### config.mk
export PLATFORM = sky130hd
export DESIGN_NAME = dust_sensor_frame_receiver_unit_flat
export DESIGN_NICKNAME = d
export VERILOG_FILES = /design/src/design/dsfr_pkg.sv /design/src/design/dsfr_if.sv /design/src/design/dsfr_in_stage.sv /design/src/design/dsfr_parser.sv /design/src/design/dsfr_out_stage.sv /design/src/design/dust_sensor_frame_receiver_unit.sv /design/src/flat_wrapper.sv
export SDC_FILE = /design/constraint.sdc
export NUM_CORES = 1
export LEC_CHECK = 0
export BUFFER_PORTS_ARGS = -buffer_cell sky130_fd_sc_hd__clkbuf_2
export CELL_PAD_IN_SITES_DETAIL_PLACEMENT = 1
export CELL_PAD_IN_SITES_GLOBAL_PLACEMENT = 2
export CORE_MARGIN = 2
export CORE_UTILIZATION = 38
export CTS_BUF_LIST = sky130_fd_sc_hd__clkbuf_8 sky130_fd_sc_hd__clkbuf_16
export DETAILED_ROUTE_END_ITERATION = 6
export GPL_TIMING_DRIVEN = 0
export PLACE_DENSITY_LB_ADDON = 0.12
export SLEW_MARGIN = 20
export SYNTH_ARGS = -nofsm -noshare
export SYNTH_HDL_FRONTEND = slang
export SYNTH_SLANG_ARGS = --single-unit
### constraint.sdc
create_clock -name clk -period 4.4 [get_ports clk]
set_clock_uncertainty 0.1 [all_clocks]
set_input_delay 0.44 -clock clk [delete_from_list [all_inputs] [get_ports clk]]
set_output_delay 0.44 -clock clk [all_outputs]
set_load 0.03 [all_outputs]
### src/design/dsfr_pkg.sv
`default_nettype none

package dsfr_pkg;

    localparam int BYTE_W          = 8;
    localparam int VALUE_W         = 16;
    localparam int STATUS_W        = 2;
    localparam int IDX_W           = 5;
    localparam int NUM_VALUES      = 3;
    localparam int FRAME_BYTES_DEF = 23;

    // Start and header bytes of the two frame formats.
    localparam logic [BYTE_W-1:0] START_CONT  = 8'h42;
    localparam logic [BYTE_W-1:0] HEAD_CONT   = 8'h4D;
    localparam logic [BYTE_W-1:0] START_QUERY = 8'hFF;
    localparam logic [BYTE_W-1:0] HEAD_QUERY  = 8'h86;

    // Index of the last byte of a query reply, counting the start byte as 0.
    localparam logic [IDX_W-1:0] QUERY_LAST_IDX = 5'd8;
    localparam logic [IDX_W-1:0] QUERY_HEAD_IDX = 5'd1;
    localparam logic [IDX_W-1:0] CONT_HEAD_IDX  = 5'd0;
    localparam logic [IDX_W-1:0] FIRST_READ_IDX = 5'd2;
    localparam logic [IDX_W-1:0] LAST_READ_IDX  = 5'd7;

    // Frame status codes.
    localparam logic [STATUS_W-1:0] ST_GOOD   = 2'd0;
    localparam logic [STATUS_W-1:0] ST_CKSUM  = 2'd1;
    localparam logic [STATUS_W-1:0] ST_HEADER = 2'd2;

    typedef struct packed {
        logic              valid;
        logic [BYTE_W-1:0] data;
    } dsfr_byte_t;

    typedef struct packed {
        logic [STATUS_W-1:0] frame_status;
        logic [VALUE_W-1:0]  pm1_reading;
        logic [VALUE_W-1:0]  pm25_reading;
        logic [VALUE_W-1:0]  pm10_reading;
    } dsfr_result_t;

endpackage

`default_nettype wire

### src/design/dsfr_if.sv
`default_nettype none

// Byte channel from the serial receiver.
interface dsfr_byte_if;
    logic                        valid;
    logic                        ready;
    logic [dsfr_pkg::BYTE_W-1:0] rx_byte;

    modport source (output valid, output rx_byte, input ready);
    modport sink   (input valid, input rx_byte, output ready);
endinterface

// Result channel, one beat per completed frame.
interface dsfr_result_if;
    logic                          valid;
    logic                          ready;
    logic [dsfr_pkg::STATUS_W-1:0] frame_status;
    logic [dsfr_pkg::VALUE_W-1:0]  pm1_reading;
    logic [dsfr_pkg::VALUE_W-1:0]  pm25_reading;
    logic [dsfr_pkg::VALUE_W-1:0]  pm10_reading;

    modport source (output valid, output frame_status, output pm1_reading,
                    output pm25_reading, output pm10_reading, input ready);
    modport sink   (input valid, input frame_status, input pm1_reading,
                    input pm25_reading, input pm10_reading, output ready);
endinterface

`default_nettype wire

### src/design/dsfr_in_stage.sv
`default_nettype none

module dsfr_in_stage (
    input  wire logic                        clk,
    input  wire logic                        rst_n,
    input  wire logic                        in_valid,
    input  wire logic [dsfr_pkg::BYTE_W-1:0] in_data,
    output logic                             in_ready,
    input  wire logic                        take,
    output dsfr_pkg::dsfr_byte_t             stage
);
    import dsfr_pkg::*;

    logic              valid_reg;
    logic              valid_next;
    logic [BYTE_W-1:0] data_reg;

    // The held byte leaves whenever the parser takes it, so a new one may
    // enter in the same cycle.
    assign in_ready = !valid_reg || take;

    always_comb
    begin
        valid_next = valid_reg;
        if (in_valid && in_ready)
        begin
            valid_next = 1'b1;
        end
        else if (take)
        begin
            valid_next = 1'b0;
        end
    end

    always_ff @(posedge clk or negedge rst_n)
    begin
        if (!rst_n)
        begin
            valid_reg <= 1'b0;
        end
        else
        begin
            valid_reg <= valid_next;
        end
    end

    always_ff @(posedge clk)
    begin
        if (in_valid && in_ready)
        begin
            data_reg <= in_data;
        end
    end

    assign stage.valid = valid_reg;
    assign stage.data  = data_reg;

endmodule

`default_nettype wire

### src/design/dsfr_parser.sv
`default_nettype none

module dsfr_parser #(
    parameter int FRAME_BYTES = dsfr_pkg::FRAME_BYTES_DEF
) (
    input  wire logic                 clk,
    input  wire logic                 rst_n,
    input  wire logic                 cfg_wr_en,
    input  wire logic                 cfg_wr_data,
    input  wire dsfr_pkg::dsfr_byte_t stage,
    input  wire logic                 take,
    output logic                      res_valid,
    output dsfr_pkg::dsfr_result_t    res
);
    import dsfr_pkg::*;

    localparam logic [IDX_W-1:0] CONT_CKHI_IDX = IDX_W'(FRAME_BYTES - 2);
    localparam logic [IDX_W-1:0] CONT_LAST_IDX = IDX_W'(FRAME_BYTES - 1);

    logic               mode_reg,       mode_next;
    logic               collecting_reg, collecting_next;
    logic [IDX_W-1:0]   idx_reg,        idx_next;
    logic [VALUE_W-1:0] sum_reg,        sum_next;
    logic               hdr_ok_reg,     hdr_ok_next;
    logic [BYTE_W-1:0]  cks_hi_reg,     cks_hi_next;
    logic [VALUE_W-1:0] pend_reg [NUM_VALUES];
    logic [VALUE_W-1:0] pend_next [NUM_VALUES];
    logic [VALUE_W-1:0] held_reg [NUM_VALUES];
    logic [VALUE_W-1:0] held_next [NUM_VALUES];

    logic [BYTE_W-1:0]   b;
    logic [IDX_W-1:0]    rd_off;
    logic [1:0]          rd_k;
    logic                is_last;
    logic                hdr_now;
    logic                sum_ok;
    logic [BYTE_W-1:0]   q_expect;
    logic [STATUS_W-1:0] status;

    assign b        = stage.data;
    assign rd_off   = idx_reg - FIRST_READ_IDX;
    assign rd_k     = rd_off[2:1];
    assign q_expect = BYTE_W'(0) - sum_reg[BYTE_W-1:0];

    assign is_last = collecting_reg &&
                     (mode_reg ? (idx_reg == QUERY_LAST_IDX) : (idx_reg == CONT_LAST_IDX));

    always_comb
    begin
        hdr_now = hdr_ok_reg;
        if (!mode_reg && idx_reg == CONT_HEAD_IDX)
        begin
            hdr_now = (b == HEAD_CONT);
        end
        else if (mode_reg && idx_reg == QUERY_HEAD_IDX)
        begin
            hdr_now = (b == HEAD_QUERY);
        end
    end

    assign sum_ok = mode_reg ? (q_expect == b) : ({cks_hi_reg, b} == sum_reg);

    always_comb
    begin
        if (!hdr_now)
        begin
            status = ST_HEADER;
        end
        else if (!sum_ok)
        begin
            status = ST_CKSUM;
        end
        else
        begin
            status = ST_GOOD;
        end
    end

    // Pending readings pick up frame bytes 2 to 7, high byte first.
    always_comb
    begin
        for (int k = 0; k < NUM_VALUES; k++)
        begin
            pend_next[k] = pend_reg[k];
        end
        if (stage.valid && collecting_reg &&
            idx_reg >= FIRST_READ_IDX && idx_reg <= LAST_READ_IDX)
        begin
            if (!idx_reg[0])
            begin
                pend_next[rd_k] = {b, BYTE_W'(0)};
            end
            else
            begin
                pend_next[rd_k] = {pend_reg[rd_k][VALUE_W-1:BYTE_W], b};
            end
        end
    end

    always_comb
    begin
        mode_next       = mode_reg;
        collecting_next = collecting_reg;
        idx_next        = idx_reg;
        sum_next        = sum_reg;
        hdr_ok_next     = hdr_ok_reg;
        cks_hi_next     = cks_hi_reg;
        for (int k = 0; k < NUM_VALUES; k++)
        begin
            held_next[k] = held_reg[k];
        end

        if (cfg_wr_en)
        begin
            mode_next       = cfg_wr_data;
            collecting_next = 1'b0;
            idx_next        = '0;
            sum_next        = '0;
            hdr_ok_next     = 1'b0;
            cks_hi_next     = '0;
        end
        else if (take)
        begin
            if (!collecting_reg)
            begin
                if (!mode_reg && b == START_CONT)
                begin
                    collecting_next = 1'b1;
                    idx_next        = CONT_HEAD_IDX;
                    sum_next        = VALUE_W'(START_CONT);
                end
                else if (mode_reg && b == START_QUERY)
                begin
                    collecting_next = 1'b1;
                    idx_next        = QUERY_HEAD_IDX;
                    sum_next        = '0;
                end
            end
            else if (is_last)
            begin
                if (status == ST_GOOD)
                begin
                    for (int k = 0; k < NUM_VALUES; k++)
                    begin
                        held_next[k] = pend_next[k];
                    end
                end
                collecting_next = 1'b0;
                idx_next        = '0;
                sum_next        = '0;
                hdr_ok_next     = 1'b0;
                cks_hi_next     = '0;
            end
            else
            begin
                hdr_ok_next = hdr_now;
                idx_next    = idx_reg + IDX_W'(1);
                if (!mode_reg && idx_reg == CONT_CKHI_IDX)
                begin
                    cks_hi_next = b;
                end
                else
                begin
                    sum_next = sum_reg + VALUE_W'(b);
                end
            end
        end
    end

    always_ff @(posedge clk or negedge rst_n)
    begin
        if (!rst_n)
        begin
            mode_reg       <= 1'b0;
            collecting_reg <= 1'b0;
            idx_reg        <= '0;
            sum_reg        <= '0;
            hdr_ok_reg     <= 1'b0;
            cks_hi_reg     <= '0;
            for (int k = 0; k < NUM_VALUES; k++)
            begin
                held_reg[k] <= '0;
            end
        end
        else
        begin
            mode_reg       <= mode_next;
            collecting_reg <= collecting_next;
            idx_reg        <= idx_next;
            sum_reg        <= sum_next;
            hdr_ok_reg     <= hdr_ok_next;
            cks_hi_reg     <= cks_hi_next;
            for (int k = 0; k < NUM_VALUES; k++)
            begin
                held_reg[k] <= held_next[k];
            end
        end
    end

    always_ff @(posedge clk)
    begin
        if (take)
        begin
            for (int k = 0; k < NUM_VALUES; k++)
            begin
                pend_reg[k] <= pend_next[k];
            end
        end
    end

    assign res_valid        = stage.valid && is_last;
    assign res.frame_status = status;
    assign res.pm1_reading  = (status == ST_GOOD) ? pend_next[0] : held_reg[0];
    assign res.pm25_reading = (status == ST_GOOD) ? pend_next[1] : held_reg[1];
    assign res.pm10_reading = (status == ST_GOOD) ? pend_next[2] : held_reg[2];

endmodule

`default_nettype wire

### src/design/dsfr_out_stage.sv
`default_nettype none

module dsfr_out_stage (
    input  wire logic                   clk,
    input  wire logic                   rst_n,
    input  wire logic                   load,
    input  wire dsfr_pkg::dsfr_result_t load_data,
    output logic                        free,
    output logic                        out_valid,
    input  wire logic                   out_ready,
    output dsfr_pkg::dsfr_result_t      out_data
);
    import dsfr_pkg::*;

    logic         valid_reg;
    logic         valid_next;
    dsfr_result_t data_reg;

    // The slot may be refilled in the cycle in which its beat is taken.
    assign free = !valid_reg || out_ready;

    always_comb
    begin
        valid_next = valid_reg;
        if (load)
        begin
            valid_next = 1'b1;
        end
        else if (out_ready)
        begin
            valid_next = 1'b0;
        end
    end

    always_ff @(posedge clk or negedge rst_n)
    begin
        if (!rst_n)
        begin
            valid_reg <= 1'b0;
        end
        else
        begin
            valid_reg <= valid_next;
        end
    end

    always_ff @(posedge clk)
    begin
        if (load)
        begin
            data_reg <= load_data;
        end
    end

    assign out_valid = valid_reg;
    assign out_data  = data_reg;

endmodule

`default_nettype wire

### src/design/dust_sensor_frame_receiver_unit.sv
`default_nettype none

// Particulate sensor frame receiver. Bytes from the sensor's serial line
// arrive on the rx channel, one byte per beat, and the block emits one
// beat on the result channel for every complete frame: a status (good,
// checksum mismatch, or wrong header/command byte) together with the PM1.0,
// PM2.5 and PM10 readings held after that frame, which change only on a good
// frame. With query_mode clear the block hunts for 0x42 and collects
// FRAME_BYTES further bytes, checking a 16-bit sum; with query_mode set it
// collects a 9-byte reply that starts at 0xFF and checks an 8-bit negated
// sum. Writing query_mode drops any partial frame. A byte may be accepted in
// every cycle: each byte is registered on entry and handled by the parser
// once it is taken from that register. If it ends a frame, the frame's beat
// is written into the result register at the end of that same cycle, and
// the result is offered from that register. The input side stalls only
// when the byte held on entry ends a frame while the result register is
// occupied and its beat is not being taken.
module dust_sensor_frame_receiver_unit #(
    parameter int FRAME_BYTES = dsfr_pkg::FRAME_BYTES_DEF
) (
    input  wire logic           clk,
    input  wire logic           rst_n,
    input  wire logic           cfg_wr_en,
    input  wire logic           cfg_wr_data,
    dsfr_byte_if.sink           rx,
    dsfr_result_if.source       result
);
    import dsfr_pkg::*;

    dsfr_byte_t   stage;
    dsfr_result_t res;
    dsfr_result_t out_data;
    logic         res_valid;
    logic         take;
    logic         out_free;

    // The held byte is processed when it either ends no frame or the result
    // register has room for the frame's beat.
    assign take = stage.valid && (!res_valid || out_free);

    dsfr_in_stage u_in_stage (
        .clk      (clk),
        .rst_n    (rst_n),
        .in_valid (rx.valid),
        .in_data  (rx.rx_byte),
        .in_ready (rx.ready),
        .take     (take),
        .stage    (stage)
    );

    dsfr_parser #(
        .FRAME_BYTES (FRAME_BYTES)
    ) u_parser (
        .clk         (clk),
        .rst_n       (rst_n),
        .cfg_wr_en   (cfg_wr_en),
        .cfg_wr_data (cfg_wr_data),
        .stage       (stage),
        .take        (take),
        .res_valid   (res_valid),
        .res         (res)
    );

    dsfr_out_stage u_out_stage (
        .clk       (clk),
        .rst_n     (rst_n),
        .load      (take && res_valid),
        .load_data (res),
        .free      (out_free),
        .out_valid (result.valid),
        .out_ready (result.ready),
        .out_data  (out_data)
    );

    // The result register drives the channel payload directly.
    assign result.frame_status = out_data.frame_status;
    assign result.pm1_reading  = out_data.pm1_reading;
    assign result.pm25_reading = out_data.pm25_reading;
    assign result.pm10_reading = out_data.pm10_reading;

endmodule

`default_nettype wire

### src/flat_wrapper.sv
// flat-port wrapper written by rule: the top's interface ports become plain ports
module dust_sensor_frame_receiver_unit_flat import dsfr_pkg::*;
#(
    parameter int FRAME_BYTES = dsfr_pkg::FRAME_BYTES_DEF
)
  (clk, rst_n, cfg_wr_en, cfg_wr_data, rx_valid, rx_rx_byte, rx_ready, result_valid, result_frame_status, result_pm1_reading, result_pm25_reading, result_pm10_reading, result_ready);
  dsfr_byte_if rx_i ();
  dsfr_result_if result_i ();
  input  wire logic clk;
  input  wire logic rst_n;
  input  wire logic cfg_wr_en;
  input  wire logic cfg_wr_data;
  input wire logic [$bits(rx_i.valid)-1:0] rx_valid;
  input wire logic [$bits(rx_i.rx_byte)-1:0] rx_rx_byte;
  output wire logic [$bits(rx_i.ready)-1:0] rx_ready;
  output wire logic [$bits(result_i.valid)-1:0] result_valid;
  output wire logic [$bits(result_i.frame_status)-1:0] result_frame_status;
  output wire logic [$bits(result_i.pm1_reading)-1:0] result_pm1_reading;
  output wire logic [$bits(result_i.pm25_reading)-1:0] result_pm25_reading;
  output wire logic [$bits(result_i.pm10_reading)-1:0] result_pm10_reading;
  input wire logic [$bits(result_i.ready)-1:0] result_ready;
  assign rx_i.valid = rx_valid;
  assign rx_i.rx_byte = rx_rx_byte;
  assign rx_ready = rx_i.ready;
  assign result_valid = result_i.valid;
  assign result_frame_status = result_i.frame_status;
  assign result_pm1_reading = result_i.pm1_reading;
  assign result_pm25_reading = result_i.pm25_reading;
  assign result_pm10_reading = result_i.pm10_reading;
  assign result_i.ready = result_ready;
  dust_sensor_frame_receiver_unit #(.FRAME_BYTES(FRAME_BYTES)) u_core (.clk(clk), .rst_n(rst_n), .cfg_wr_en(cfg_wr_en), .cfg_wr_data(cfg_wr_data), .rx(rx_i), .result(result_i));
endmodule
# == After elaboration in Yosys (flattened, before gate mapping) ==
# Memory sizes are Yosys's and may differ from the RTL's.
# Cells that the tools add are included.
# word_totals
output_inout_bits,52
romBits,0
n_memories,1
ram_bits,48
latchBits,0
in_bits,14
ff_bits,140
# mem_list
memory,words,word_bits,rd,rd_ports_with_merged_regs,wr,line,source
u_core.u_parser.pend_reg,3,16,4,0,3,dsfr_parser.sv:26,logic [VALUE_W-1:0] pend_reg [NUM_VALUES];
# op_classes
add_sub_neg,4
n_lt_le_gt_ge,4
n_mux,49
shifts,0
n_eq_ne,11
multipliers,0
n_reduce_logical,34
n_bitwise,2
div_mod_pow,0
# op_table
operator,count
$mux W16,11
$bwmux W48,2
$mux W48,2
$mux W8,5
$demux W16 S2,1
$mux W5,6
$mux W1,21
$add A16 B8 Y16,1
$eq A16 B16 Y1,1
$eq A8 B7 Y1 const B,2
$eq A8 B8 Y1 const B,2
$logic_and A1 B1 Y1,14
$eq A5 B5 Y1 const B,2
$eq A8 B8 Y1,1
$reduce_bool A2 Y1,4
$sub A1 B8 Y8 const A,1
$reduce_and A3 Y1,2
$add A5 B1 Y5 const B,1
$eq A5 B1 Y1 const B,1
$eq A5 B4 Y1 const B,1
$ge A5 B2 Y1 const B,1
$le A5 B3 Y1 const B,1
$logic_not A5 Y1,1
$reduce_and A5 Y1,1
13 further kinds,19

# == Depth between registers and ports, before layout ==
# depth
word_depth,10
ltp_mapped,11
mapped_depth_nobuf,9

# == Cells and area by module ==
# A second synthesis with hierarchy kept.
# hier_totals
cells_unflattened,694
hier_area_um2,9087.5
# by_module_without_submodules
module,seq_area_each_um2,area_per_inst_um2,instances,cells_each
dsfr_parser,3443.3,7218.2,1,625
dsfr_out_stage,1526.5,1549.0,1,53
dsfr_in_stage,265.3,301.5,1,13
dust_sensor_frame_receiver_unit,0.0,18.8,1,3

# == Worst setup path after synthesis ==
# Ideal clock, no wire load.
# synth_timing
path_type,flip-flop to flip-flop
start,register u_core.u_parser.idx_reg[2]
end,register u_core.u_out_stage.data_reg (netlist bit u_core.u_out_stage.out_data[0]) (enable)
stages_incl_launch_ff,7
required_time_ps,3841
t_arrival_ps,3597
n_path_buf,1
path_slack_ps,244
cell_sequence,dfrtp_1 -> clkbuf_1 -> nor4bb_1 -> a22oi_1 -> nor2_1 -> nand3_1 -> nor2_1
# synth_via
elab_chain_cells,8
elab_cells_between_ends,9
# synth_lines
item,line,source
start: declaration,dsfr_parser.sv:22,"logic [IDX_W-1:0] idx_reg, idx_next;"
start signal: assignment,dsfr_parser.sv:189,idx_reg <= idx_next;
$eq A5 B5 Y1 or $eq A5 B4 Y1 (tied branches),dsfr_parser.sv:46,(mode_reg ? (idx_reg == QUERY_LAST_IDX) : (idx_reg == CONT_LAST_IDX));
$mux W1 *,dsfr_parser.sv:46,
$logic_and A1 B1 Y1 *,dsfr_parser.sv:45,assign is_last = collecting_reg &&
$logic_and A1 B1 Y1 *,dsfr_parser.sv:211,assign res_valid = stage.valid && is_last;
$logic_not A1 Y1,dust_sensor_frame_receiver_unit.sv:39,assign take = stage.valid && (!res_valid || out_free);
$logic_or A1 B1 Y1,dust_sensor_frame_receiver_unit.sv:39,
$logic_and A1 B1 Y1,dust_sensor_frame_receiver_unit.sv:39,
$logic_and A1 B1 Y1 *,dust_sensor_frame_receiver_unit.sv:67,".load (take && res_valid),"
via u_core.u_out_stage.load,dsfr_out_stage.sv:6,"input wire logic load,"
end signal: assignment,dsfr_out_stage.sv:51,data_reg <= load_data;
end: declaration,dsfr_out_stage.sv:17,dsfr_result_t data_reg;
# Mark *: on every way through the listed nets, which the timed path passes. The rest lies on a longest branch.
# A chain may end at the register's enable or synchronous reset.

==> flow_metrics.env <==
export IMPL_pwr_share_comb_pct=4.0
export IMPL_async_reset_ff_share_pct=43.6
export IMPL_worstPathRequired_ns=4.48
export IMPL_nets_in_the_synthesized_netlist=738
export IMPL_nets=827
export IMPL_tritoncts="yes"
export IMPL_core_box_area_um2=23400
export IMPL_internal_power_w=0.00274
export IMPL_number_of_iterations_in_the_first_detailed_routing_pass=4
export IMPL_synth_cell_area_um2=9010
export IMPL_min_delay_path_class="in -> reg"
export IMPL_n_fill_cell=2519
export IMPL_h_tree_levels=4
export IMPL_tritoncts_num_sinks=188
export IMPL_grtUsageMet3_pct=2.85
export IMPL_clock_power_share_pct=44.3
export IMPL_endpoint_kind="flip-flop"
export IMPL_timing_critical_path_fanout_max=10
export IMPL_grt_overflow=0
export IMPL_num_rows=56
export IMPL_dp_cells=1093
export IMPL_die_w_um=158
export IMPL_clockRootBuffer="sky130_fd_sc_hd__clkbuf_16"
export IMPL_yosysWarnings=0
export IMPL_fin_total_pwr_w=0.00364
export IMPL_hold_worst_slack_ns=0.0794
export IMPL_max_freq_mhz=263
export IMPL_holdBufCountCts=1
export IMPL_layout_cells_most_common="sky130_fd_sc_hd__edfxtp_1"
export IMPL_ant_nets=0
export IMPL_post_route_period_util_pct=86.5
export IMPL_setup_viol_count_final=0
export IMPL_synth_edf_count=106
export IMPL_design_die_area_um2=25000
export IMPL_clockBufferDepth=2
export IMPL_grt_use_met2_pct=34.3
export IMPL_run_status="finished, final reports clean"
export IMPL_setup_tns_final_ns=0
export IMPL_hold_viol_final=0
export IMPL_initialDrtViolationCount=347
export IMPL_postCtsSetupRepairBufs=0
export IMPL_post_cts_resized_instances=0
export IMPL_antennaDiodeCount=0
export IMPL_yosys_register_bits=188
export IMPL_grt_util_all_layers_pct=19.9
export IMPL_wire_per_inst_um=20.9
export IMPL_routabilityCongestion=0.765
export IMPL_grt_first_pass_wirelength_um=37200
export IMPL_area_of_combinational_cells_with_multiple_inputs_um2=3540
export IMPL_cts_reportedPaths_clkPinSlew_ns=0.08
export IMPL_worstMarginPinSlew_ns=0.949
export IMPL_proportion_of_power_drawn_by_flip_flops_and_latches_pct=51.7
export IMPL_vdd_ir_drop_max_v=0.000210
export IMPL_hpwl_um=16700
export IMPL_initial_utilization_pct=38.5
export IMPL_total_power_divided_by_cell_area_nw_per_um2=347
export IMPL_max_cap_violations=0
export IMPL_routed_via_count=6020
export IMPL_static_leakage_power_nw=4.18
export IMPL_viasPerCell=5.35
export IMPL_clock_latency_ns=0.43
export IMPL_ys_flop_type="sky130_fd_sc_hd__edfxtp_1"
export IMPL_switching_share_pct=24.8
export IMPL_layout_area_seq_um2=5240
export IMPL_net_switching_power_w=0.000902
export IMPL_drive_above_1_share_pct=27.3
export IMPL_post_route_drc=0
export IMPL_io_buffers=65
export IMPL_grt_use_met1_pct=25.9
export IMPL_maxSlewViolCount=0
export IMPL_grt_max_degree=57
export IMPL_synth_lib_cells_used_distinct=58
export IMPL_synth_area_per_cell_um2=12.8
export IMPL_grt_busiest_layer="met2"
export IMPL_die_h_um=158
export IMPL_setup_worst_path_start_class="flip-flop"
export IMPL_number_of_flip_flops_under_the_largest_register_name=50
export IMPL_crit_arrival_ns=3.88
export IMPL_route_final_wire_length_um=23500
export IMPL_numCtsBuffers=17
export IMPL_grt_pass1_vias=6469
export IMPL_minimum_clock_period_ns=3.81
export IMPL_syn_to_final_growth_pct=16.2
export IMPL_finalNonFillerCells=1126
export IMPL_layout_cells_most_common_list="106 x sky130_fd_sc_hd__edfxtp_1, 101 x sky130_fd_sc_hd__mux2_2, 82 x sky130_fd_sc_hd__dfrtp_1"
export IMPL_proportion_of_synthesized_chip_area_in_sequential_cells_pct=58.1
export IMPL_timing_slew_headroom_pct=36.3
export IMPL_syn_inst=705
export IMPL_grt_antenna_before_repair=0
export IMPL_design_portCount=66
export IMPL_setup_repair_after_global_routing_missed_its_margin="no"
export IMPL_timing_setup_critical_path_class="reg -> reg"
[metal layers]
layer | up-vias | part of all wire [%]
met3 | 33 | 2.5
met2 | 98 | 50
met4 | 0 | 2.2
li1 | 2805 | -
met5 | - | 0
met1 | 3084 | 45
[metrics by stage]
stage          utilization (%)  cell area [µm²]  setup slack, ns
2_1_floorplan                -             9010            0.244
3_5_place_dp              42.1             9850            0.549
3_3_place_gp              41.6             9730            -1.29
6_report                  44.7            10500            0.594
4_1_cts                   44.7            10500            0.509
5_1_grt                   44.7            10500            0.245
[final timing paths]
kind	endpoint	cells past startpoint	slack, ns	from
worst min register to register	u_core.u_parser.held_reg[39]$_DFFE_PN0P_	1	0.39	u_core.u_parser.held_reg[39]$_DFFE_PN0P_
worst min-delay path	u_core.u_in_stage.data_reg[1]$_DFFE_PP_	1	0.08	rx_rx_byte[1]
worst max register to register	u_core.u_out_stage.out_data[12]$_DFFE_PP_	11	0.59	u_core.u_parser.idx_reg[1]$_DFFE_PN0P_
min in group asynchronous	u_core.u_parser.sum_reg[11]$_DFFE_PN0P_	2	0.35	rst_n
worst max-delay path	u_core.u_out_stage.out_data[12]$_DFFE_PP_	11	0.59	u_core.u_parser.idx_reg[1]$_DFFE_PN0P_
max in group asynchronous	u_core.u_parser.held_reg[38]$_DFFE_PN0P_	3	3.24	rst_n
[area by class of cell]
cell class | count | share of cell area [%]
multi-input cells | 464 | 33.8
plain buffers | 36 | 1.79
clock inverters | 14 | 1.68
repair buffers | 70 | 4.12
inverters | 17 | 0.609
well taps | 319 | 3.81
clock buffers | 18 | 4.19
flip-flops and latches | 188 | 50.0
[worst max-delay path, cell delays in order, from the launching register on]
cell                      delay, ns
sky130_fd_sc_hd__dfrtp_1       0.51
sky130_fd_sc_hd__buf_1         0.63
sky130_fd_sc_hd__inv_1         0.24
sky130_fd_sc_hd__ha_1          0.30
sky130_fd_sc_hd__mux2i_1       0.14
sky130_fd_sc_hd__o21ai_0       0.09
sky130_fd_sc_hd__o41ai_1       0.07
sky130_fd_sc_hd__nor2_1        0.18
sky130_fd_sc_hd__a21oi_1       0.40
sky130_fd_sc_hd__buf_4         0.30
sky130_fd_sc_hd__buf_6         0.20
sky130_fd_sc_hd__mux2_2        0.38
[power by group through the flow]
stage	sequential, W	combinational, W	clock (W)
2_1_floorplan	0.00191	0.0000758	0
3_3_place_gp	0.00192	0.000136	0
4_1_cts	0.00188	0.000148	0.00165
3_5_place_dp	0.00192	0.000146	0
5_1_grt	0.00188	0.000161	0.00171
6_report	0.00188	0.000145	0.00161
[kinds of logic (layout without fill, tap and decap cells)]
| kind of cell | Yosys count | after routing | share of synthesized area (%) |
|---|---|---|---|
| flops | 188 | 188 | 58.1 |
| simple gates | 180 | 180 | 10.2 |
| mux | 131 | 131 | 16.2 |
| compound gates | 116 | 116 | 8.17 |
| buf+inv | 53 | 155 | 2.79 |
| fa+ha+maj | 19 | 19 | 2.72 |
| xor+xnor | 18 | 18 | 1.75 |
[synth_stat cells, drive strengths merged, types with 7 or more instances]
cell type / count / share of area, %
o21ai: 54 / 3.0
nand4: 7 / 0.49
edfxtp: 106 / 35
xor2: 13 / 1.3
ha: 18 / 2.5
nand3: 20 / 1.1
dfrtp: 82 / 23
mux2: 121 / 15
buf: 12 / 1.1
nor3: 10 / 0.56
inv: 17 / 0.71
a21oi: 12 / 0.67
nand2b: 15 / 1.0
mux2i: 10 / 1.1
clkbuf: 24 / 1.0
nor2: 15 / 0.62
o211ai: 14 / 1.2
nand2: 69 / 2.9
or4: 14 / 1.2
(Power assumes the default switching activity.)
